==> src/hw/rtl/cktt_pkg.sv <==
// Shared types, field layout and constants for the circular kernel theta table.
package cktt_pkg;

   localparam int MAX_SITES_DEF = 64;
   localparam int MAX_TAPS_DEF  = 16;
   localparam int WEIGHT_BITS   = 16;
   localparam int THETA_BITS    = 21;
   localparam int MIN_SITES     = 2;

   // field widths
   localparam int CMD_BITS    = 2;
   localparam int WIDX_BITS   = 4;
   localparam int OCC_BITS    = 64;
   localparam int HSITE_BITS  = 5;
   localparam int SITE_BITS   = 6;
   localparam int SCOUNT_BITS = 7;
   localparam int TCOUNT_BITS = 5;
   localparam int BIAS_BITS   = 16;

   // stream layout
   localparam int REQ_DATA_BITS  = 96;
   localparam int RSP_DATA_BITS  = 32;
   localparam int WIDX_LSB       = 0;
   localparam int WVAL_LSB       = 4;
   localparam int OCC_LSB        = 20;
   localparam int SPIN_LSB       = 84;
   localparam int TO_LSB         = 85;
   localparam int FROM_LSB       = 90;
   localparam int CSR_INDEX_BITS = 2;
   localparam int CSR_DATA_BITS  = 16;

   localparam logic [CMD_BITS-1:0] CMD_WEIGHT = 2'd0;
   localparam logic [CMD_BITS-1:0] CMD_LOAD   = 2'd1;
   localparam logic [CMD_BITS-1:0] CMD_HOP    = 2'd2;

   localparam logic [CSR_INDEX_BITS-1:0] CSR_SITE_COUNT = 2'd0;
   localparam logic [CSR_INDEX_BITS-1:0] CSR_TAP_COUNT  = 2'd1;
   localparam logic [CSR_INDEX_BITS-1:0] CSR_BIAS       = 2'd2;

   localparam logic [SCOUNT_BITS-1:0]      SITE_COUNT_RST = 7'd64;
   localparam logic [TCOUNT_BITS-1:0]      TAP_COUNT_RST  = 5'd16;
   localparam logic signed [BIAS_BITS-1:0] BIAS_RST       = 16'sd410;  // 0.1 in Q3.12

   typedef enum logic [1:0] {
      OP_WEIGHT,
      OP_LOAD,
      OP_HOP,
      OP_REFRESH
   } op_type;

   typedef struct packed {
      logic [SCOUNT_BITS-1:0]      sites;   // clamped site count
      logic [TCOUNT_BITS-1:0]      taps;
      logic signed [BIAS_BITS-1:0] bias;
   } cfg_type;

   typedef struct packed {
      op_type                        op;
      logic [WIDX_BITS-1:0]          widx;
      logic signed [WEIGHT_BITS-1:0] wval;
      logic [OCC_BITS-1:0]           occ;
      logic [SITE_BITS-1:0]          clr_pos;
      logic [SITE_BITS-1:0]          set_pos;
   } job_type;

endpackage

==> src/hw/rtl/cktt_front.sv <==
// Request decode and the two-entry job queue feeding the sum engine.
module cktt_front #(
   parameter int MAX_TAPS = cktt_pkg::MAX_TAPS_DEF
) (
   input  logic                               clock,
   input  logic                               reset,
   input  logic                               req_tvalid,
   output logic                               req_tready,
   // weight_index, weight_value, occupancy, spin, to_site, from_site, zero pad
   input  logic [cktt_pkg::REQ_DATA_BITS-1:0] req_tdata,
   // cmd
   input  logic [cktt_pkg::CMD_BITS-1:0]      req_tuser,
   input  cktt_pkg::cfg_type                  cfg,
   output logic                               job_valid,
   input  logic                               job_ready,
   output cktt_pkg::job_type                  job
);

   localparam int QD  = 2;
   localparam int QPW = $clog2(QD);
   localparam int QCW = $clog2(QD + 1);

   logic [cktt_pkg::WIDX_BITS-1:0]   widx;
   logic [cktt_pkg::HSITE_BITS-1:0]  to_site;
   logic [cktt_pkg::HSITE_BITS-1:0]  from_site;
   logic                             spin;
   logic [cktt_pkg::SCOUNT_BITS-1:0] half;
   logic [cktt_pkg::SCOUNT_BITS-1:0] offset;
   logic [cktt_pkg::SCOUNT_BITS-1:0] to_pos;
   logic [cktt_pkg::SCOUNT_BITS-1:0] from_pos;
   logic                             hop_ok;
   logic                             keep;
   cktt_pkg::job_type                entry_in;

   cktt_pkg::job_type q_ff [QD];
   logic [QPW-1:0]    wr_ptr_ff, wr_ptr_in;
   logic [QPW-1:0]    rd_ptr_ff, rd_ptr_in;
   logic [QCW-1:0]    count_ff, count_in;
   logic              push, pop;

   assign widx      = req_tdata[cktt_pkg::WIDX_LSB +: cktt_pkg::WIDX_BITS];
   assign to_site   = req_tdata[cktt_pkg::TO_LSB +: cktt_pkg::HSITE_BITS];
   assign from_site = req_tdata[cktt_pkg::FROM_LSB +: cktt_pkg::HSITE_BITS];
   assign spin      = req_tdata[cktt_pkg::SPIN_LSB];

   assign half     = cfg.sites >> 1;
   // spin 0 lands in the upper half of the sites
   assign offset   = spin ? {cktt_pkg::SCOUNT_BITS{1'b0}} : half;
   assign to_pos   = cktt_pkg::SCOUNT_BITS'(to_site) + offset;
   assign from_pos = cktt_pkg::SCOUNT_BITS'(from_site) + offset;
   assign hop_ok   = (cktt_pkg::SCOUNT_BITS'(to_site) < half)
                  && (cktt_pkg::SCOUNT_BITS'(from_site) < half);

   always_comb begin
      entry_in         = '0;
      entry_in.widx    = widx;
      entry_in.wval    = req_tdata[cktt_pkg::WVAL_LSB +: cktt_pkg::WEIGHT_BITS];
      entry_in.occ     = req_tdata[cktt_pkg::OCC_LSB +: cktt_pkg::OCC_BITS];
      entry_in.clr_pos = from_pos[cktt_pkg::SITE_BITS-1:0];
      entry_in.set_pos = to_pos[cktt_pkg::SITE_BITS-1:0];
      keep             = 1'b0;
      case (req_tuser)
         cktt_pkg::CMD_WEIGHT: begin
            entry_in.op = cktt_pkg::OP_WEIGHT;
            keep        = int'(widx) < MAX_TAPS;
         end
         cktt_pkg::CMD_LOAD: begin
            entry_in.op = cktt_pkg::OP_LOAD;
            keep        = 1'b1;
         end
         cktt_pkg::CMD_HOP: begin
            // out-of-range hop still refreshes the table
            entry_in.op = hop_ok ? cktt_pkg::OP_HOP : cktt_pkg::OP_REFRESH;
            keep        = 1'b1;
         end
         default: begin
            keep = 1'b0;
         end
      endcase
   end

   assign req_tready = count_ff != QCW'(QD);
   assign push       = req_tvalid && req_tready && keep;
   assign job_valid  = count_ff != '0;
   assign pop        = job_valid && job_ready;
   assign job        = q_ff[rd_ptr_ff];

   always_comb begin
      wr_ptr_in = push ? wr_ptr_ff + QPW'(1) : wr_ptr_ff;
      rd_ptr_in = pop  ? rd_ptr_ff + QPW'(1) : rd_ptr_ff;
      count_in  = count_ff;
      if (push && !pop) begin
         count_in = count_ff + QCW'(1);
      end else if (pop && !push) begin
         count_in = count_ff - QCW'(1);
      end
   end

   always_ff @(posedge clock) begin
      if (reset) begin
         wr_ptr_ff <= '0;
         rd_ptr_ff <= '0;
         count_ff  <= '0;
      end else begin
         wr_ptr_ff <= wr_ptr_in;
         rd_ptr_ff <= rd_ptr_in;
         count_ff  <= count_in;
      end
   end

   always_ff @(posedge clock) begin
      if (push) begin
         q_ff[wr_ptr_ff] <= entry_in;
      end
   end

endmodule

==> src/hw/rtl/cktt_back.sv <==
// Sum engine: weight and occupancy state, tap index setup and the per-site adder pipeline.
module cktt_back #(
   parameter int MAX_SITES = cktt_pkg::MAX_SITES_DEF,
   parameter int MAX_TAPS  = cktt_pkg::MAX_TAPS_DEF
) (
   input  logic                               clock,
   input  logic                               reset,
   input  cktt_pkg::cfg_type                  cfg,
   input  logic                               job_valid,
   output logic                               job_ready,
   input  cktt_pkg::job_type                  job,
   output logic                               rsp_tvalid,
   input  logic                               rsp_tready,
   // site_index, theta, zero pad
   output logic [cktt_pkg::RSP_DATA_BITS-1:0] rsp_tdata,
   output logic                               rsp_tlast
);

   localparam int SITE_W = $clog2(MAX_SITES);
   localparam int TAP_W  = (MAX_TAPS > 1) ? $clog2(MAX_TAPS) : 1;
   localparam int GROUPS = (MAX_TAPS + 3) / 4;
   localparam int PART_W = cktt_pkg::WEIGHT_BITS + 2;
   localparam int RAW_W  = cktt_pkg::WEIGHT_BITS + $clog2(MAX_TAPS + 1) + 1;
   localparam int SUM_W  = (RAW_W > cktt_pkg::THETA_BITS) ? RAW_W : cktt_pkg::THETA_BITS;
   localparam int PAD_W  = cktt_pkg::RSP_DATA_BITS - cktt_pkg::THETA_BITS
                         - cktt_pkg::SITE_BITS;
   localparam int SC_W   = cktt_pkg::SCOUNT_BITS;

   typedef enum logic [2:0] {
      ST_IDLE  = 3'b001,
      ST_SETUP = 3'b010,
      ST_SWEEP = 3'b100
   } state_type;

   state_type                            state_ff, state_in;
   logic signed [cktt_pkg::WEIGHT_BITS-1:0] weights_ff [MAX_TAPS];
   logic signed [cktt_pkg::WEIGHT_BITS-1:0] weights_in [MAX_TAPS];
   logic [MAX_SITES-1:0]                 occ_ff, occ_in;
   logic [SITE_W-1:0]                    s_ff [MAX_TAPS];
   logic [SITE_W-1:0]                    s_in [MAX_TAPS];
   logic [SITE_W-1:0]                    run_ff, run_in;
   logic [TAP_W-1:0]                     tcnt_ff, tcnt_in;
   logic [SITE_W-1:0]                    j_ff, j_in;

   logic                                 pv_ff;
   logic [cktt_pkg::SITE_BITS-1:0]       psite_ff;
   logic                                 plast_ff;
   logic signed [PART_W-1:0]             part_ff [GROUPS];
   logic signed [PART_W-1:0]             part_in [GROUPS];
   logic [MAX_TAPS-1:0]                  tap_hit;

   logic                                 rsp_valid_ff;
   logic [cktt_pkg::SITE_BITS-1:0]       rsp_site_ff;
   logic [cktt_pkg::THETA_BITS-1:0]      rsp_theta_ff;
   logic                                 rsp_last_ff;
   logic signed [SUM_W-1:0]              sum_in;

   logic adv, issue, last_site;

   function automatic logic [SITE_W-1:0] next_site(input logic [SITE_W-1:0] s,
                                                  input logic [SC_W-1:0] n);
      logic [SC_W-1:0] w;
      w = SC_W'(s) + SC_W'(1);
      return (w == n) ? '0 : w[SITE_W-1:0];
   endfunction

   assign job_ready = state_ff == ST_IDLE;
   assign adv       = !rsp_valid_ff || rsp_tready;
   assign issue     = (state_ff == ST_SWEEP) && adv;
   assign last_site = (SC_W'(j_ff) + SC_W'(1)) == cfg.sites;

   always_comb begin
      state_in   = state_ff;
      weights_in = weights_ff;
      occ_in     = occ_ff;
      s_in       = s_ff;
      run_in     = run_ff;
      tcnt_in    = tcnt_ff;
      j_in       = j_ff;
      case (state_ff)
         ST_IDLE: begin
            if (job_valid) begin
               case (job.op)
                  cktt_pkg::OP_WEIGHT: begin
                     for (int k = 0; k < MAX_TAPS; k++) begin
                        if (int'(job.widx) == k) begin
                           weights_in[k] = job.wval;
                        end
                     end
                  end
                  cktt_pkg::OP_LOAD: begin
                     occ_in = job.occ[MAX_SITES-1:0];
                  end
                  cktt_pkg::OP_HOP: begin
                     // clear first, so a hop onto its own site leaves it set
                     occ_in[job.clr_pos[SITE_W-1:0]] = 1'b0;
                     occ_in[job.set_pos[SITE_W-1:0]] = 1'b1;
                  end
                  default: begin
                  end
               endcase
               if (job.op != cktt_pkg::OP_WEIGHT) begin
                  state_in = ST_SETUP;
                  run_in   = '0;
                  tcnt_in  = '0;
               end
            end
         end
         ST_SETUP: begin
            // shift in k mod n; after MAX_TAPS steps tap k sits at site k mod n
            for (int k = 0; k < MAX_TAPS - 1; k++) begin
               s_in[k] = s_ff[k+1];
            end
            s_in[MAX_TAPS-1] = run_ff;
            run_in  = next_site(run_ff, cfg.sites);
            tcnt_in = tcnt_ff + TAP_W'(1);
            if (tcnt_ff == TAP_W'(MAX_TAPS - 1)) begin
               state_in = ST_SWEEP;
               j_in     = '0;
            end
         end
         ST_SWEEP: begin
            if (adv) begin
               for (int k = 0; k < MAX_TAPS; k++) begin
                  s_in[k] = next_site(s_ff[k], cfg.sites);
               end
               j_in = j_ff + SITE_W'(1);
               if (last_site) begin
                  state_in = ST_IDLE;
               end
            end
         end
         default: begin
            state_in = ST_IDLE;
         end
      endcase
   end

   // stage A: occupancy lookup per tap, partial sums in groups of four
   always_comb begin
      for (int k = 0; k < MAX_TAPS; k++) begin
         tap_hit[k] = occ_ff[s_ff[k]] && (k < int'(cfg.taps));
      end
      for (int g = 0; g < GROUPS; g++) begin
         part_in[g] = '0;
      end
      for (int k = 0; k < MAX_TAPS; k++) begin
         if (tap_hit[k]) begin
            part_in[k >> 2] = part_in[k >> 2] + PART_W'(weights_ff[k]);
         end
      end
   end

   // stage B: bias plus the group partials
   always_comb begin
      sum_in = SUM_W'(cfg.bias);
      for (int g = 0; g < GROUPS; g++) begin
         sum_in = sum_in + SUM_W'(part_ff[g]);
      end
   end

   always_ff @(posedge clock) begin
      if (reset) begin
         state_ff     <= ST_IDLE;
         occ_ff       <= '0;
         run_ff       <= '0;
         tcnt_ff      <= '0;
         j_ff         <= '0;
         pv_ff        <= 1'b0;
         rsp_valid_ff <= 1'b0;
      end else begin
         state_ff <= state_in;
         occ_ff   <= occ_in;
         run_ff   <= run_in;
         tcnt_ff  <= tcnt_in;
         j_ff     <= j_in;
         if (adv) begin
            pv_ff        <= issue;
            rsp_valid_ff <= pv_ff;
         end
      end
   end

   always_ff @(posedge clock) begin
      weights_ff <= weights_in;
      s_ff       <= s_in;
      if (adv) begin
         psite_ff     <= cktt_pkg::SITE_BITS'(j_ff);
         plast_ff     <= last_site;
         part_ff      <= part_in;
         rsp_site_ff  <= psite_ff;
         rsp_theta_ff <= sum_in[cktt_pkg::THETA_BITS-1:0];
         rsp_last_ff  <= plast_ff;
      end
   end

   assign rsp_tvalid = rsp_valid_ff;
   assign rsp_tdata  = {{PAD_W{1'b0}}, rsp_theta_ff, rsp_site_ff};
   assign rsp_tlast  = rsp_last_ff;

endmodule

==> src/hw/rtl/circular_kernel_theta_table.sv <==
// Circular kernel theta table: top level with configuration registers, front and back.
//
// Each load or hop word refreshes the whole table and returns one word per site in
// site order, tlast on the final site; a weight write returns nothing. A refresh first
// lines up the per-tap site indices, then issues one site per cycle through a
// two-stage adder pipeline (all taps summed in parallel); rsp_tready low stalls the
// sweep. A two-word queue sits between decode and the engine, so the next words are
// taken while a sweep runs. Configuration writes are taken any cycle, but belong only
// to an idle block.
module circular_kernel_theta_table #(
   parameter int MAX_SITES = cktt_pkg::MAX_SITES_DEF,
   parameter int MAX_TAPS  = cktt_pkg::MAX_TAPS_DEF
) (
   input  logic                                clock,
   input  logic                                reset,
   input  logic                                req_tvalid,
   output logic                                req_tready,
   // weight_index, weight_value, occupancy, spin, to_site, from_site, zero pad
   input  logic [cktt_pkg::REQ_DATA_BITS-1:0]  req_tdata,
   // cmd
   input  logic [cktt_pkg::CMD_BITS-1:0]       req_tuser,
   output logic                                rsp_tvalid,
   input  logic                                rsp_tready,
   // site_index, theta, zero pad
   output logic [cktt_pkg::RSP_DATA_BITS-1:0]  rsp_tdata,
   output logic                                rsp_tlast,
   input  logic                                csr_valid,
   output logic                                csr_ready,
   input  logic [cktt_pkg::CSR_INDEX_BITS-1:0] csr_index,
   input  logic [cktt_pkg::CSR_DATA_BITS-1:0]  csr_data
);

   logic [cktt_pkg::SCOUNT_BITS-1:0]      site_count_ff, site_count_in;
   logic [cktt_pkg::TCOUNT_BITS-1:0]      tap_count_ff, tap_count_in;
   logic signed [cktt_pkg::BIAS_BITS-1:0] bias_ff, bias_in;
   cktt_pkg::cfg_type                     cfg;
   logic                                  job_valid, job_ready;
   cktt_pkg::job_type                     job;

   assign csr_ready = 1'b1;

   always_comb begin
      site_count_in = site_count_ff;
      tap_count_in  = tap_count_ff;
      bias_in       = bias_ff;
      if (csr_valid && csr_ready) begin
         case (csr_index)
            cktt_pkg::CSR_SITE_COUNT: site_count_in = csr_data[cktt_pkg::SCOUNT_BITS-1:0];
            cktt_pkg::CSR_TAP_COUNT:  tap_count_in  = csr_data[cktt_pkg::TCOUNT_BITS-1:0];
            cktt_pkg::CSR_BIAS:       bias_in       = csr_data;
            default: begin
            end
         endcase
      end
   end

   always_ff @(posedge clock) begin
      if (reset) begin
         site_count_ff <= cktt_pkg::SITE_COUNT_RST;
         tap_count_ff  <= cktt_pkg::TAP_COUNT_RST;
         bias_ff       <= cktt_pkg::BIAS_RST;
      end else begin
         site_count_ff <= site_count_in;
         tap_count_ff  <= tap_count_in;
         bias_ff       <= bias_in;
      end
   end

   always_comb begin
      cfg.taps = tap_count_ff;
      cfg.bias = bias_ff;
      if (site_count_ff < cktt_pkg::SCOUNT_BITS'(cktt_pkg::MIN_SITES)) begin
         cfg.sites = cktt_pkg::SCOUNT_BITS'(cktt_pkg::MIN_SITES);
      end else if (site_count_ff > cktt_pkg::SCOUNT_BITS'(MAX_SITES)) begin
         cfg.sites = cktt_pkg::SCOUNT_BITS'(MAX_SITES);
      end else begin
         cfg.sites = site_count_ff;
      end
   end

   cktt_front #(
      .MAX_TAPS (MAX_TAPS)
   ) u_front (
      .clock      (clock),
      .reset      (reset),
      .req_tvalid (req_tvalid),
      .req_tready (req_tready),
      .req_tdata  (req_tdata),
      .req_tuser  (req_tuser),
      .cfg        (cfg),
      .job_valid  (job_valid),
      .job_ready  (job_ready),
      .job        (job)
   );

   cktt_back #(
      .MAX_SITES (MAX_SITES),
      .MAX_TAPS  (MAX_TAPS)
   ) u_back (
      .clock      (clock),
      .reset      (reset),
      .cfg        (cfg),
      .job_valid  (job_valid),
      .job_ready  (job_ready),
      .job        (job),
      .rsp_tvalid (rsp_tvalid),
      .rsp_tready (rsp_tready),
      .rsp_tdata  (rsp_tdata),
      .rsp_tlast  (rsp_tlast)
   );

endmodule

==> config.mk <==
export PLATFORM = sky130hd
export DESIGN_NAME = circular_kernel_theta_table
export DESIGN_NICKNAME = d
export VERILOG_FILES = /design/src/hw/rtl/cktt_pkg.sv /design/src/hw/rtl/cktt_front.sv /design/src/hw/rtl/cktt_back.sv /design/src/hw/rtl/circular_kernel_theta_table.sv
export SDC_FILE = /design/constraint.sdc
export NUM_CORES = 2
export LEC_CHECK = 0
export BUFFER_PORTS_ARGS = -buffer_cell sky130_fd_sc_hd__buf_4
export CAP_MARGIN = 20
export CORE_ASPECT_RATIO = 1.5
export CORE_UTILIZATION = 60
export CTS_CLUSTER_SIZE = 12
export DETAILED_ROUTE_END_ITERATION = 7
export MAX_ROUTING_LAYER = met4
export PLACE_DENSITY = 0.77
export SLEW_MARGIN = 30
export SYNTH_ARGS = -nofsm -noshare
export SYNTH_HDL_FRONTEND = slang
export SYNTH_SLANG_ARGS = --single-unit
==> constraint.sdc <==
create_clock -name clock -period 15.4 [get_ports clock]
set_input_delay 1.54 -clock clock [delete_from_list [all_inputs] [get_ports clock]]
set_output_delay 1.54 -clock clock [all_outputs]
set_load 0.05 [all_outputs]
### Word-level counts from Yosys, hierarchy flattened

Memories as Yosys holds them, arrays and structs flattened. A register that Yosys moved wholly into a read port is not among the register bits.
Cells that the tools add are included.

| cells by class | value |
|---|---|
| $add $sub $neg | 42 |
| magnitude comparators | 40 |
| eq/ne operators | 49 |
| muxes and demuxes | 99 |
| bitwise logic cells | 3 |
| reductions and logical operators | 64 |

Operator list:

| operator | number |
|---|---|
| 2-to-1 mux 18 bit | 16 |
| adder 18 x 16 -> 18 bit | 12 |
| one-hot mux 96 bit (2 select lines) | 1 |
| 2-to-1 mux 6 bit | 22 |
| one-hot mux 64 bit (2 select lines) | 1 |
| adder 6 x 1 -> 7 bit, second input constant | 18 |
| == test 7 bit | 18 |
| less-than comparator 6 x 7 -> 1 bit, second input constant | 18 |
| binary-select mux 1 bit (select 6 bit) | 16 |
| 2-to-1 mux 96 bit | 1 |
| AND 64 bit | 1 |
| inverter 64 bit | 1 |
| OR 64 bit | 1 |
| AND reduction 4 bit | 16 |
| adder 21 x 18 -> 21 bit | 2 |
| less-than comparator 4 x 5 -> 1 bit, first input constant | 8 |
| == test 4 bit, second input constant | 9 |
| logical AND 1 bit | 25 |
| 2-to-1 mux 1 bit | 24 |
| one-hot mux 6 bit (2 select lines) | 2 |
| adder 19 x 18 -> 20 bit | 1 |
| less-than comparator 3 x 5 -> 1 bit, first input constant | 4 |
| adder 16 x 18 -> 19 bit | 1 |
| == test 4 x 3 -> 1 bit, second input constant | 4 |
| 38 further kinds | 75 |

| word-level totals | value |
|---|---|
| bits in registers | 576 |
| bits in writable memories | 196 |
| bits of input ports | 121 |
| logic and storage cells | 352 |
| memories kept | 1 |

Memories:

| name | words | bits a word | read ports | clocked after Yosys merged registers in | wr ports | RTL line | source |
|---|---|---|---|---|---|---|---|
| u_front.q_ff | 2 | 98 | 1 | 1 | 1 | cktt_front.sv:35 | `cktt_pkg::job_type q_ff [QD];` |

### Logic depth before layout (Yosys ltp)

| logic depth | value |
|---|---|
| word-level depth | 10 |
| depth in mapped cells | 37 |
| gate-level depth less buffers | 34 |

### Cells and area by module

A second synthesis with hierarchy kept.

| second synthesis, totals | value |
|---|---|
| cells, all modules | 4899 |
| area, all modules | 54289.6 um2 |

By module, submodules not included:

| module | instances | cells each | area each (um2) | sequential area each (um2) |
|---|---|---|---|---|
| cktt_back | 1 | 4367 | 45045.7 | 15484.9 |
| cktt_front | 1 | 404 | 7981.4 | 5985.7 |
| circular_kernel_theta_table | 1 | 128 | 1262.5 | 560.5 |

### Least setup slack after synthesis

Ideal clock, no wire load.

| timing path | value |
|---|---|
| path type | input-to-reg |
| start | input port rsp_tready |
| end | register u_back.j_ff[2] |
| data arrival time | 9.055 ns |
| data required time | 15.269 ns |
| setup slack | 6.214 ns |
| stages | 7 |
| buffers on the path | 0 |
| cell sequence | nor2b_1 > inv_1 > nand2_1 > o21ai_0 > nand2_1 > o21ai_0 > a21oi_1 |

| between the ends | value |
|---|---|
| cells in the longest elaborated chain, start to end | 3 |

RTL lines:

| what | RTL line | source |
|---|---|---|
| start, declared | circular_kernel_theta_table.sv:23 | `input logic rsp_tready,` |
| logical OR 1 bit | cktt_back.sv:68 | `assign adv = !rsp_valid_ff \|\| rsp_tready;` |
| named net u_back.adv | cktt_back.sv:58 | `logic adv, issue, last_site;` |
| != test 2 x 1 -> 1 bit (no source line) | n/a |  |
| AND reduction 3 bit (no source line) | n/a |  |
| end signal, assigned | cktt_back.sv:176 | `j_ff <= j_in;` |
| end, declared | cktt_back.sv:43 | `logic [SITE_W-1:0] j_ff, j_in;` |

The timed path passes the listed nets, and every way through them passes these cells.
A chain may end at the register's enable or synchronous reset.

==> metrics.cfg <==
[finish]
nNetsFinal=5648
area_growth_pct=8.90
drive_gt1_share_pct=15.5

[global_routing]
antenna_found_initial=10
grt.busiest_layer=met2
grt_max_degree=115
grtUsageMet3_pct=9.83
grt_util_met2_pct=59.4
grt_pass1_wl_um=248000
grt.overflow.total=0
grt_usage_pct=36.4
grt_pass1_vias=42946
met1_usage_pct=37.1

[status]
status=complete, but fails checks
violations=DRC

[route]
first_pass_iters=8
route.vias.total=43768
wl_per_cell_um=25.6
drcViolationCount=1
drtAntennaViolNets=0
vias_per_cell=6.82
drt_wl_total_um=164000
dr.first_iter.drc_count=4283

[power]
powerDensity_nw_per_um2=168
cellLeakagePower_nw=23.0
ir_drop_mv=0.157

[worst_setup_path]
worstPathArrival_ns=9.48
crit_path_start=u_back.s_ff[19]
cpPeakStageDelay_ns=0.97
critPathKind=reg2reg
r2r_cells=32
cp.required_ns=15.82
r2r_setup_slack_ns=6.34
r2r_start=u_back.s_ff[19]
crit_fanout=19
cp-start-kind=register
reg2reg_to=u_back.part_ff[17]
crit_slowest_cell=edfxtp_1
endpoint_kind=register

[synthesis]
syn-cell-area_um2=55000
synth_seq_area_share_pct=40.1
syn_inst=5134
ys_warn_count=0
syn_area_per_cell_um2=10.7
synth_edf_count=655
ys_top_cells_by_area=edfxtp_1 36%, mux4_2 8.4%, ha_1 6.7%
synth_seq_cells=773
yosys.area.top_type=edfxtp_1
synth_top_flop_cell=edfxtp_1
async_flop_share_pct=0
yosysUniqueCellTypes=92
netlist.area_leader.share_pct=35.8

[die]
start_util_pct=60.8
die_w_um=249
die_area_um2=92900
chipHeight_um=373
coreArea_um2=90500
fp-row-count=135
io_pins=157

[clock_network]
cts_tree=done
htreeDepth=3
postCtsHoldBufs=0
cts.clk_slew.worst_paths_ns=0.06
cts_buffer_depth=3
clkLatencyLatePin_ns=0.72
cts_resized=0
postCtsSetupBuffers=0
cts-buffers-inserted=80
root_buffer=clkbuf_16
cts.sinks=773

[sta]
drv_slew=0
finalSetupViolCount=0
fmax_mhz=110
fin_ws_ns=6.34
fin_tns_setup_ns=0
period_share_pct=58.8
maxSlewHeadroom_pct=29.8
rsz0062_at_grt=false
skew_ns=0.0637
period_needed_ns=9.06
hold_viol=0
worstMarginPinSlew_ns=1.02

[hold_path]
hold_depth=0
min_from=u_back.psite_ff[3]
hold_class=reg2reg
holdPathEnd=u_back.rsp_site_ff[3]

[run]
maxCapViolCount=0

[placement]
dpl.hpwl_um=113000
place_ws_ns=6.44
io_buffers=149
place_congestion=1.04

registers in the layout (all words and copies together), names as in the netlist, 7 cells and up, named ones only:
signal and cells:
u_back.occ_ff 64, u_front.q_ff 196, site_count_ff 7, u_back.part_ff 72, u_back.weights_ff 256, u_back.rsp_theta_ff 21, u_back.s_ff 96, bias_ff 16
placed cells by master (no fill, tap or decap), types with 17 or more instances in the layout:
cell and n:
mux4_2 205, nor3_1 84, nand2_1 429, a211oi_1 41, o221ai_1 59, o211ai_1 23
dfxtp_1 117, a31oi_1 38, and3_1 27, inv_1 216, clkinv_1 17, and2_1 75
o31ai_1 22, fa_1 54, o22ai_1 137, edfxtp_1 655, nor2b_1 41, xor2_1 101
mux2i_1 257, nand3b_1 21, a22oi_1 75, clkbuf_16 84, o21bai_1 26, ha_1 292
or3_1 28, or2_2 18, o21ai_0 306, xnor2_1 239, nor2_1 306, nand2b_1 46
clkbuf_1 22, buf_4 278, a21o_1 78, o21a_1 42, nand3_1 147, a21oi_1 205
mux2_2 164
through the flow:
step / hold WS (ns) / instance area [µm²] / std cells / total power [W] / util, %
floorplan: 0.400 / 55000 / 5138 / 0.00679 / -
global placement: 0.401 / 57300 / 6257 / 0.00795 / 63.3
detailed placement: 0.406 / 57400 / 6260 / 0.00811 / 63.4
CTS: 0.416 / 59800 / 6397 / 0.00997 / 66.1
global route: 0.419 / 59900 / 6410 / 0.0107 / 66.1
finish: 0.415 / 59900 / 6413 / 0.0101 / 66.2
metal layers:
metal | share of wire [%] | vias to the layer above
met5 | 0 | -
met4 | 9.2 | 0
met3 | 9.9 | 920
met2 | 48 | 2534
met1 | 33 | 20820
li1 | - | 19494
power by group:
group / leakage, nW / total [W] / switching (W) / internal [W]
combinational: 14.7 / 0.00528 / 0.00310 / 0.00218
sequential: 7.16 / 0.00295 / 0.000178 / 0.00277
clock: 1.17 / 0.00183 / 0.000806 / 0.00103
total: 23.0 / 0.0101 / 0.00409 / 0.00598
critical path: cells and delay by family, from the launching register on:
kind / cells / cell delay, ns
fa+ha+maj: 4 / 1.26
simple gates: 7 / 1.02
compound gates: 12 / 3.36
mux: 5 / 1.57
buf+inv: 2 / 0.32
flops: 1 / 0.97
xor+xnor: 2 / 0.30
cell usage after synthesis, drive strengths merged (97+ instances only):
| cell | number |
|---|---|
| ha | 293 |
| nand2 | 430 |
| mux4 | 205 |
| xnor2 | 239 |
| o21ai | 311 |
| mux2 | 166 |
| mux2i | 257 |
| inv | 218 |
| edfxtp | 655 |
| a21oi | 205 |
| dfxtp | 118 |
| buf | 97 |
| nor2 | 308 |
| clkbuf | 226 |
| o22ai | 139 |
| xor2 | 101 |
| nand3 | 147 |
layout make-up:
type / count / area (µm²)
clock buffer: 110 / 2240
inverter: 219 / 825
multi-input combinational: 3823 / 31000
sequential: 773 / 22000
timing repair buffer: 283 / 2180
clock inverter: 27 / 159
tap: 1164 / 1460
antenna: 14 / 35.0
fill: 6822 / 30600
worst max path at each step:
stage	endpoint	slack, ns	depth (start not counted)
after floorplan	u_back.j_ff[2]	6.21	7
after global placement	u_back.part_ff[17]	6.65	32
after detailed placement	u_back.part_ff[17]	6.44	32
after CTS	u_back.part_ff[17]	6.41	32
after global routing	u_back.part_ff[17]	5.87	32
final	u_back.part_ff[17]	6.34	32
kinds of logic after synthesis:
group	Yosys count	synth area share [%]
AO/OA/AOI/OAI	1213	14.5
XOR/XNOR	342	5.50
other	2	0.0137
flip-flops	773	40.1
AND/OR/NAND/NOR	1287	10.9
multiplexers	628	16.5
adder cells (fa/ha/maj)	347	8.63
buffers and inverters	542	3.97
Note: power is estimated with default switching activity, not from simulation.
